File: src/hw/rtl/irpw_pkg.sv
// ----------------------------------------------------------------------------
// irpw_pkg
// Shared types and constants of the IR pulse-width frame transmitter.
// ----------------------------------------------------------------------------
package irpw_pkg;

  localparam int unsigned DATA_BITS  = 16;
  localparam int unsigned TICK_W     = 16;
  localparam int unsigned PAYLOAD_W  = 16;
  localparam int unsigned BIT_IDX_W  = 5;
  localparam int unsigned SEL_W      = 4;
  localparam int unsigned CFG_IDX_W  = 3;

  localparam logic [BIT_IDX_W-1:0] LAST_DATA_IDX = BIT_IDX_W'(DATA_BITS);
  localparam logic [BIT_IDX_W-1:0] END_IDX       = BIT_IDX_W'(DATA_BITS + 1);

  localparam logic OP_TICK = 1'b0;
  localparam logic OP_SEND = 1'b1;

  localparam logic [CFG_IDX_W-1:0] REG_HEADER = 3'd0;
  localparam logic [CFG_IDX_W-1:0] REG_SPACE  = 3'd1;
  localparam logic [CFG_IDX_W-1:0] REG_ONE    = 3'd2;
  localparam logic [CFG_IDX_W-1:0] REG_ZERO   = 3'd3;
  localparam logic [CFG_IDX_W-1:0] REG_END    = 3'd4;

  localparam logic [TICK_W-1:0] HEADER_RST = 16'd600;
  localparam logic [TICK_W-1:0] SPACE_RST  = 16'd150;
  localparam logic [TICK_W-1:0] ONE_RST    = 16'd300;
  localparam logic [TICK_W-1:0] ZERO_RST   = 16'd150;
  localparam logic [TICK_W-1:0] END_RST    = 16'd300;

  typedef struct packed {
    logic                 opcode;
    logic [PAYLOAD_W-1:0] payload;
  } irpw_req_t;

  typedef struct packed {
    logic carrier_enable;
    logic busy_res;
    logic accepted;
    logic frame_done;
  } irpw_res_t;

  typedef struct packed {
    logic                 we;
    logic [CFG_IDX_W-1:0] index;
    logic [TICK_W-1:0]    data;
  } irpw_cfg_t;

endpackage

File: src/hw/rtl/irpw_engine.sv
// ----------------------------------------------------------------------------
// irpw_engine
// Timing registers and frame state; computes one result per request.
// ----------------------------------------------------------------------------
module irpw_engine (
  input  logic                clk,
  input  logic                rst_n,
  input  irpw_pkg::irpw_cfg_t cfg,
  input  logic                step,
  input  irpw_pkg::irpw_req_t req,
  output irpw_pkg::irpw_res_t res
);
  import irpw_pkg::*;

  logic [TICK_W-1:0]    header_r, space_r, one_r, zero_r, end_r;
  logic                 active_r, active_nxt;
  logic                 mark_r, mark_nxt;
  logic [BIT_IDX_W-1:0] idx_r, idx_nxt;
  logic [PAYLOAD_W-1:0] bits_r, bits_nxt;
  logic [TICK_W-1:0]    elapsed_r, elapsed_nxt;
  logic [TICK_W-1:0]    limit_r, limit_nxt;
  logic                 accepted, done;

  always_ff @(posedge clk) begin
    if (!rst_n) begin
      header_r <= HEADER_RST;
      space_r  <= SPACE_RST;
      one_r    <= ONE_RST;
      zero_r   <= ZERO_RST;
      end_r    <= END_RST;
    end else if (cfg.we) begin
      unique case (cfg.index)
        REG_HEADER: header_r <= cfg.data;
        REG_SPACE:  space_r  <= cfg.data;
        REG_ONE:    one_r    <= cfg.data;
        REG_ZERO:   zero_r   <= cfg.data;
        REG_END:    end_r    <= cfg.data;
        default: ;
      endcase
    end
  end

  always_comb begin
    active_nxt  = active_r;
    mark_nxt    = mark_r;
    idx_nxt     = idx_r;
    bits_nxt    = bits_r;
    elapsed_nxt = elapsed_r;
    limit_nxt   = limit_r;
    accepted    = 1'b0;
    done        = 1'b0;
    if (step) begin
      if (req.opcode == OP_SEND) begin
        if (!active_r) begin
          active_nxt  = 1'b1;
          bits_nxt    = req.payload;
          idx_nxt     = '0;
          limit_nxt   = header_r;
          elapsed_nxt = '0;
          mark_nxt    = 1'b1;
          accepted    = 1'b1;
        end
      end else if (active_r) begin
        if (elapsed_r >= limit_r) begin
          elapsed_nxt = '0;
          if (idx_r >= END_IDX) begin
            active_nxt = 1'b0;
            mark_nxt   = 1'b0;
            idx_nxt    = '0;
            bits_nxt   = '0;
            limit_nxt  = '0;
            done       = 1'b1;
          end else if (mark_r) begin
            mark_nxt  = 1'b0;
            limit_nxt = space_r;
          end else begin
            if (idx_r == LAST_DATA_IDX) begin
              limit_nxt = end_r;
            end else if (bits_r[idx_r[SEL_W-1:0]]) begin
              limit_nxt = one_r;
            end else begin
              limit_nxt = zero_r;
            end
            mark_nxt = 1'b1;
            idx_nxt  = idx_r + 1'b1;
          end
        end else begin
          elapsed_nxt = elapsed_r + 1'b1;
        end
      end
    end
  end

  always_ff @(posedge clk) begin
    if (!rst_n) begin
      active_r  <= 1'b0;
      mark_r    <= 1'b0;
      idx_r     <= '0;
      bits_r    <= '0;
      elapsed_r <= '0;
      limit_r   <= '0;
    end else begin
      active_r  <= active_nxt;
      mark_r    <= mark_nxt;
      idx_r     <= idx_nxt;
      bits_r    <= bits_nxt;
      elapsed_r <= elapsed_nxt;
      limit_r   <= limit_nxt;
    end
  end

  assign res.carrier_enable = mark_nxt;
  assign res.busy_res       = active_nxt;
  assign res.accepted       = accepted;
  assign res.frame_done     = done;

endmodule

File: src/hw/rtl/ir_pulse_width_transmitter.sv
// ----------------------------------------------------------------------------
// ir_pulse_width_transmitter
// Path: an accepted request is held in the input register, and its result is registered in the result register.
// Throughput: one request per cycle while out_ready does not stall the result channel.
// Input register and result register decouple the two channels.
// Reset: synchronous active-low; idle, carrier off, timing registers at defaults.
// ----------------------------------------------------------------------------
module ir_pulse_width_transmitter (
  input  logic                          clk,
  input  logic                          rst_n,
  input  logic                          in_valid,
  output logic                          in_ready,
  input  irpw_pkg::irpw_req_t           in_data,
  output logic                          out_valid,
  input  logic                          out_ready,
  output irpw_pkg::irpw_res_t           out_data,
  input  logic                          cfg_we,
  input  logic [irpw_pkg::CFG_IDX_W-1:0] cfg_index,
  input  logic [irpw_pkg::TICK_W-1:0]    cfg_data
);
  import irpw_pkg::*;

  logic      req_valid_r;
  irpw_req_t req_r;
  logic      res_valid_r;
  irpw_res_t res_r;
  logic      advance;
  irpw_res_t res_nxt;
  irpw_cfg_t cfg;

  assign advance  = !res_valid_r || out_ready;
  assign in_ready = !req_valid_r || advance;

  assign cfg.we    = cfg_we;
  assign cfg.index = cfg_index;
  assign cfg.data  = cfg_data;

  irpw_engine u_engine (
    .clk   (clk),
    .rst_n (rst_n),
    .cfg   (cfg),
    .step  (req_valid_r && advance),
    .req   (req_r),
    .res   (res_nxt)
  );

  always_ff @(posedge clk) begin
    if (!rst_n) begin
      req_valid_r <= 1'b0;
    end else if (in_ready) begin
      req_valid_r <= in_valid;
    end
  end

  always_ff @(posedge clk) begin
    if (in_ready && in_valid) begin
      req_r <= in_data;
    end
  end

  always_ff @(posedge clk) begin
    if (!rst_n) begin
      res_valid_r <= 1'b0;
    end else if (advance) begin
      res_valid_r <= req_valid_r;
    end
  end

  always_ff @(posedge clk) begin
    if (advance && req_valid_r) begin
      res_r <= res_nxt;
    end
  end

  assign out_valid = res_valid_r;
  assign out_data  = res_r;

  a_done_idle: assert property (@(posedge clk) disable iff (!rst_n)
    out_valid && out_data.frame_done |-> !out_data.busy_res && !out_data.carrier_enable)
    else $error("frame end left the transmitter busy");

  a_idle_dark: assert property (@(posedge clk) disable iff (!rst_n)
    out_valid && !out_data.busy_res |-> !out_data.carrier_enable)
    else $error("carrier on while idle");

  a_accept_mark: assert property (@(posedge clk) disable iff (!rst_n)
    out_valid && out_data.accepted |-> out_data.busy_res && out_data.carrier_enable
      && !out_data.frame_done)
    else $error("accepted request did not start header mark");

  a_stall_hold: assert property (@(posedge clk) disable iff (!rst_n)
    out_valid && !out_ready |=> out_valid && $stable(out_data))
    else $error("stalled result changed");

endmodule

File: config.mk
export PLATFORM = sky130hd
export DESIGN_NAME = ir_pulse_width_transmitter
export DESIGN_NICKNAME = d
export VERILOG_FILES = /design/src/hw/rtl/irpw_pkg.sv /design/src/hw/rtl/irpw_engine.sv /design/src/hw/rtl/ir_pulse_width_transmitter.sv
export SDC_FILE = /design/constraint.sdc
export NUM_CORES = 1
export LEC_CHECK = 0
export BUFFER_PORTS_ARGS = -buffer_cell sky130_fd_sc_hd__buf_2
export CORE_ASPECT_RATIO = 2
export CORE_MARGIN = 2
export CORE_UTILIZATION = 55
export CTS_CLUSTER_SIZE = 14
export DETAILED_ROUTE_END_ITERATION = 10
export GPL_ROUTABILITY_DRIVEN = 0
export PLACE_DENSITY_LB_ADDON = 0.1
export SYNTH_ARGS = -nofsm -noshare
export SYNTH_HDL_FRONTEND = slang
export SYNTH_SLANG_ARGS = --single-unit
File: constraint.sdc
create_clock -name clk -period 2.24 [get_ports clk]
set_clock_uncertainty 0.2 [all_clocks]
set_input_delay 0.336 -clock clk [delete_from_list [all_inputs] [get_ports clk]]
set_output_delay 0.336 -clock clk [all_outputs]
set_load 0.03 [all_outputs]
* After elaboration in Yosys (flattened, before gate mapping) *
Cells that the tools add are included.

storage, ports and cells
  flip-flop bits (word level) = 158
  latch bits = 0
  bits in writable memories = 0
  ROM bits = 0
  output and inout port bits = 6
  memories = 0

cells by class
  $add $sub $neg = 2
  multipliers = 0
  divide/modulo/power cells = 0
  magnitude comparators = 3
  eq/ne operators = 7
  shifts and indexed selects = 0
  mux-type cells = 39
  bitwise logic cells = 2
  reductions and logical operators = 20

operators with widths
  kind                                                                          number
  16-bit 2-to-1 mux                                                             17
  5-bit 2-to-1 mux                                                              6
  16-bit by 1-bit adder with 16-bit output, second input constant               1
  16-bit greater-or-equal comparator                                            1
  1-bit 2-to-1 mux                                                              15
  2-bit AND reduction                                                           5
  5-bit AND reduction                                                           2
  3-bit by 2-bit equality test with 1-bit output, second input constant         2
  2-bit nonzero test                                                            3
  5-bit by 1-bit adder with 5-bit output, second input constant                 1
  5-bit equality test, second input constant                                    1
  5-bit greater-or-equal comparator, second input constant                      1
  4-bit by 5-bit less-than comparator with 1-bit output, second input constant  1
  1-bit binary-select mux with 4-bit select                                     1
  4-bit AND reduction                                                           1
  3-bit by 1-bit equality test with 1-bit output, second input constant         1
  3-bit equality test, second input constant                                    1
  3-bit logical NOT                                                             1
  3-bit inequality test, second input constant                                  1
  3-bit AND reduction                                                           1
  3-bit OR reduction                                                            1
  1-bit logical AND                                                             2
  1-bit logical NOT                                                             2
  1-bit logical OR                                                              2
  other kinds (2)                                                               3

* Depth between registers and ports, before layout *
  word-level depth = 9
  mapped depth = 11

* Modules after synthesis *
A second synthesis with hierarchy kept.

unflattened totals
  cells, all modules = 793
  area, all modules = 7254.5 um^2

modules (own cells, without submodules)
  module                      times used  cells each  area each (um^2)  seq. area each (um^2)
  irpw_engine                 1           763         6520.0            2702.6
  ir_pulse_width_transmitter  1           30          734.5             670.6

* Worst setup path after synthesis *
OpenSTA, ideal clock, no wires.

  path kind = register to register
  start = register req_r[16] in the netlist's numbering
  end = register u_engine.idx_r[4]
  data arrival time = 2169 ps
  data required time = 1921 ps
  slack = -247 ps
  cell stages (with the launch flop) = 8
  buffers on the path = 1
  period minus slack after synthesis = 2487 ps
  path through = edfxtp_1 > clkbuf_1 > inv_1 > ha_1 > or4_1 > a211oi_2 > nor2_1 > o221a_1

between the ends
  cells in the longest elaborated chain, start to end = 2

ends and longest elaborated chain
  item                                                            RTL line                          text
  from (decl)                                                     ir_pulse_width_transmitter.sv:24  irpw_req_t req_r;
  from (signal assigned)                                          ir_pulse_width_transmitter.sv:57  req_r <= in_data;
  3-bit inequality test (no source line) (tied with other cells)  -
  5-bit AND reduction (no source line)                            -
  to (signal assigned)                                            irpw_engine.sv:105                idx_r <= idx_nxt;
  to (decl)                                                       irpw_engine.sv:18                 logic [BIT_IDX_W-1:0] idx_r, idx_nxt;

Parallel ways exist; a longest one is shown, timed or not.
A chain may end at the register's enable or synchronous reset.

* Final worst setup path *
  start = register u_engine.idx_r[0]
  end = register u_engine.limit_r[7]

between the ends
  cells in the longest elaborated chain, start to end = 9

ends and longest elaborated chain
  item                                       RTL line            text
  1-bit binary-select mux with 4-bit select  irpw_engine.sv:79   end else if (bits_r[idx_r[SEL_W-1:0]]) begin
  1-bit 2-to-1 mux (implied by the code)     irpw_engine.sv:79
  16-bit 2-to-1 mux                          irpw_engine.sv:79
  16-bit 2-to-1 mux                          irpw_engine.sv:77   if (idx_r == LAST_DATA_IDX) begin
  16-bit 2-to-1 mux                          irpw_engine.sv:73   end else if (mark_r) begin
  16-bit 2-to-1 mux *                        irpw_engine.sv:66   if (idx_r >= END_IDX) begin
  16-bit 2-to-1 mux *                        irpw_engine.sv:64   if (elapsed_r >= limit_r) begin
  16-bit 2-to-1 mux *                        irpw_engine.sv:63   end else if (active_r) begin
  16-bit 2-to-1 mux *                        irpw_engine.sv:53   if (req.opcode == OP_SEND) begin
  to (signal assigned)                       irpw_engine.sv:108  limit_r <= limit_nxt;
  to (decl)                                  irpw_engine.sv:21   logic [TICK_W-1:0] limit_r, limit_nxt;

Every way passes the cells marked *; elsewhere a longest branch is shown, timed or not. The select of a mux whose other input is x is not followed.

==> run_results.csv <==
group,metric,value,unit
run_status,result_of_the_run,"finished with violations",
run_status,violations,"setup timing",
routing,wire_per_inst,18.14,µm
yosys,ys.flop_type,"sky130_fd_sc_hd__dfxtp_1",
cells_and_area,final_core_util,0.7502,
placed_design,dpl.cell_count,1093,
clocking,root_driver,"sky130_fd_sc_hd__clkbuf_16",
yosys,synth_sequential_area_ratio,0.4473,
routing,drt-pass1-iter-count,6,
routing,via_per_inst,6.020,
global_routing,gr-usage-all-layers,0.2928,
setup_path,timing.critical_path.required,2370,ps
job,drv_cap,0,
global_routing,number_of_antenna_violations_at_the_first_check_in_global_routing,0,
clocking,number_of_levels_the_h_tree_was_split_into,4,
clocking,tritoncts_num_sinks,158,
worst_hold_path,hold_path_startpoint,"cfg_data[13]",
floorplan,dieWidth,86.80,µm
setup_path,critical_setup_path_class,"flip-flop to flip-flop",
sta,rsz0062_at_grt,"true",
cells_and_area,design.final.nets,1071,
yosys,synth_edf_count,21,
routing,ant_nets,0,
global_routing,grt_first_pass_wirelength,34300,µm
yosys,ys_top_cells_by_area,"sky130_fd_sc_hd__dfxtp_1 36%, sky130_fd_sc_hd__nand2_1 9.0%, sky130_fd_sc_hd__edfxtp_1 8.4%",
worst_hold_path,hp-class,"input pin to flip-flop",
global_routing,overflow,0,
clocking,ctsLongestPathBuffers,2,
pwr,p_leak,3.946,nW
placed_design,dp.final_hpwl,14200,µm
clocking,cts_inserted_buffers,17,
floorplan,die_outline_area,14720,µm²
clocking,clock_latency,420,ps
setup_path,critPathMaxFanout,17,
setup_path,worst_ep_arrival_time,2590,ps
setup_path,ff2ff_setup_slack,-220,ps
yosys,postSynthRegisterBits,158,
sta,setup_viol,54,
worst_hold_path,min_to,"u_engine.space_r[13]",
global_routing,first_global_vias,7249,
sta,finalHoldViolCount,0,
setup_path,worst_setup_path_end_kind,"flip-flop",
setup_path,critical_path.reg2reg.endpoint,"u_engine.limit_r[7]",
floorplan,fp.coreArea,13440,µm²
setup_path,timing.critical_path.from_type,"flip-flop",
floorplan,floorplan.initialDensity,0.5612,
sta,slew_violations,0,
routing,initialDrtViolationCount,523,
sta,slew-limit-headroom,0.4962,
cells_and_area,post_route_cells_drive_above_1_share,0.2909,
cells_and_area,antenna_cells,0,
clocking,tritoncts,"built",
yosys,synth_largest_area_cell,"sky130_fd_sc_hd__dfxtp_1",
routing,routed_wirelength,21330,µm
cells_and_area,post_layout_nonfiller_instances,1176,
yosys,synth_cell_type_count,65,
routing,detail_route.drc_violations,0,
yosys,post_synth.cell_area_avg,8.799,µm²
global_routing,grt_start_max_net_pins,89,
worst_hold_path,whs_path_depth,3,
setup_path,worstRegToRegCells,7,
sta,achievable-frequency,0.4067,GHz
yosys,mappedNetlistArea,7541,µm²
yosys,synth_nets,920,
pwr,p_total,7.031,mW
sta,final.min_clock_period,2459,ps
cells_and_area,area_growth,33.68,%
pwr,p_per_area,697.5,nW/µm²
clocking,worst_setup_hold_path_clk_slew,70,ps
cells_and_area,post-route-cell-area,10080,µm²
floorplan,rows,60,
floorplan,ios,47,
sta,fin_ws,-218.6,ps
yosys,yosys_warnings,0,
routing,num_vias,7080,
sta,period_share,1.098,
yosys,synth_largest_type_area_fraction,0.3637,
floorplan,die_h,169.6,µm
sta,tightestPinTransition,755.7,ps
setup_path,critical_path.reg2reg.startpoint,"u_engine.idx_r[0]",
placed_design,post_dp_cell_area,8581,µm²
yosys,synthesis.instances,857,
placed_design,port_buffers,46,
pwr,max-vdd-ir-drop,0.6148,mV
yosys,async_flop_share,0,
==> layer usage <==
layer | track usage | wire (µm)
met1 | 0.3243 | 8208
met2 | 0.5241 | 11440
met3 | 0.05156 | 985
met4 | 0.1420 | 695
met5 | 0 | 0
==> where the power goes <==
part | switching (mW) | internal (mW) | leakage, nW
clock network | 1.31 | 1.60 | 0.295
logic | 0.584 | 0.523 | 2.33
registers | 0.0500 | 2.97 | 1.32
total | 1.94 | 5.09 | 3.95
==> per-stage QoR <==
| stage | worst slack [ps] | TNS (ps) | hold slack (ps) |
|---|---|---|---|
| floorplan | -204.3 | -2450 | 234.9 |
| global placement | -146.6 | -3705 | 240.8 |
| detailed placement | -248.9 | -9001 | 244.3 |
| CTS | -184.4 | -3917 | 0.3768 |
| global route | -267.2 | -9380 | 18.09 |
| finish | -218.6 | -6280 | 6.356 |
==> worst max-delay path, cell delays in order (launching register included) <==
cell and delay, ps:
sky130_fd_sc_hd__dfxtp_1 360, sky130_fd_sc_hd__or3_1 450, sky130_fd_sc_hd__o31a_1 310, sky130_fd_sc_hd__buf_4 230, sky130_fd_sc_hd__nor3_1 310, sky130_fd_sc_hd__o2111ai_2 170
sky130_fd_sc_hd__o2111a_1 160, sky130_fd_sc_hd__a211oi_2 180
==> sequential cells by signal, summed over array words and instances (netlist names) <==
signal              flops
u_engine.mark_r         1
u_engine.bits_r        16
u_engine.space_r       16
u_engine.active_r       1
req_valid_r             1
out_data                4
req_r                  17
u_engine.zero_r        16
u_engine.elapsed_r     16
u_engine.header_r      16
u_engine.end_r         16
u_engine.limit_r       16
u_engine.one_r         16
u_engine.idx_r          5
out_valid               1
==> cell type report <==
cell class / count / area [µm²]
Clock buffer: 17 / 425.4
Clock inverter: 15 / 175.2
Inverter: 26 / 100.1
Fill cell: 950 / 3357
Multi-Input combinational cell: 613 / 4222
Timing Repair Buffer: 192 / 1580
Sequential cell: 158 / 3385
Tap cell: 155 / 193.9
==> cells in the mapped netlist, types with 2 or more instances <==
cell type / instances
sky130_fd_sc_hd__a211oi_1: 8
sky130_fd_sc_hd__a211oi_2: 10
sky130_fd_sc_hd__a21oi_1: 71
sky130_fd_sc_hd__a22o_1: 18
sky130_fd_sc_hd__a22oi_1: 17
sky130_fd_sc_hd__and2_1: 4
sky130_fd_sc_hd__and3_1: 9
sky130_fd_sc_hd__buf_2: 7
sky130_fd_sc_hd__clkbuf_1: 50
sky130_fd_sc_hd__dfxtp_1: 137
sky130_fd_sc_hd__edfxtp_1: 21
sky130_fd_sc_hd__ha_1: 22
sky130_fd_sc_hd__inv_1: 26
sky130_fd_sc_hd__mux2_1: 11
sky130_fd_sc_hd__mux2_2: 9
sky130_fd_sc_hd__mux4_2: 2
sky130_fd_sc_hd__nand2_1: 180
sky130_fd_sc_hd__nand2b_1: 3
sky130_fd_sc_hd__nand3_1: 34
sky130_fd_sc_hd__nand4_1: 3
sky130_fd_sc_hd__nand4b_1: 16
sky130_fd_sc_hd__nor2_1: 33
sky130_fd_sc_hd__nor2b_1: 18
sky130_fd_sc_hd__nor3_1: 36
sky130_fd_sc_hd__o2111a_1: 16
sky130_fd_sc_hd__o2111ai_1: 17
sky130_fd_sc_hd__o211a_1: 3
sky130_fd_sc_hd__o21a_1: 2
sky130_fd_sc_hd__o21ai_0: 21
sky130_fd_sc_hd__o22ai_1: 3
sky130_fd_sc_hd__or3_1: 2
sky130_fd_sc_hd__or4_1: 2
sky130_fd_sc_hd__xnor2_1: 7
sky130_fd_sc_hd__xor2_1: 8
==> cells in the final DEF, fill, tap and decap left out, types with 18 or more instances in the layout <==
cell type	count
sky130_fd_sc_hd__nand2_1	178
sky130_fd_sc_hd__dfxtp_1	130
sky130_fd_sc_hd__buf_4	98
sky130_fd_sc_hd__a21oi_1	66
sky130_fd_sc_hd__buf_2	46
sky130_fd_sc_hd__nand3_1	33
sky130_fd_sc_hd__dlygate4sd3_1	29
sky130_fd_sc_hd__nor2_1	28
sky130_fd_sc_hd__nor3_1	28
sky130_fd_sc_hd__edfxtp_1	21
sky130_fd_sc_hd__nor2b_1	18
sky130_fd_sc_hd__o21ai_0	18
sky130_fd_sc_hd__clkbuf_16	18
==> kinds of logic (layout without fill, tap and decap cells) <==
group                    Yosys count  count (layout)  share of synthesized area
XOR/XNOR                          15              15                    0.01742
AO/OA/AOI/OAI                    202             202                     0.1946
buffers and inverters             86             250                    0.04646
flip-flops                       158             158                     0.4473
AND/OR/NAND/NOR                  350             350                     0.2175
multiplexers                      24              24                    0.04015
adder cells (fa/ha/maj)           22              22                    0.03650
==> what timing repair did <==
| item | 4_1_cts | 5_1_grt |
|---|---|---|
| pin swaps | 18 | 13 |
| buffers inserted | 17 | 6 |
| resized for setup | 50 | 48 |
| hold buffers | 29 | 0 |
| endpoints found under the hold margin | 48 | 0 |
| endpoints found under the setup margin | 56 | 57 |
| cloned | 1 | 0 |
==> worst max path at each step <==
stage | slack [ps] | start | to
floorplan | -200 | u_engine.idx_r[1] | u_engine.limit_r[11]
global placement | -150 | u_engine.idx_r[1] | u_engine.limit_r[0]
detailed placement | -250 | u_engine.limit_r[13] | u_engine.limit_r[2]
CTS | -180 | u_engine.idx_r[1] | u_engine.limit_r[8]
global route | -270 | u_engine.idx_r[0] | u_engine.limit_r[6]
finish | -220 | u_engine.idx_r[0] | u_engine.limit_r[7]
No activity file was read; power rests on OpenSTA's default activity.
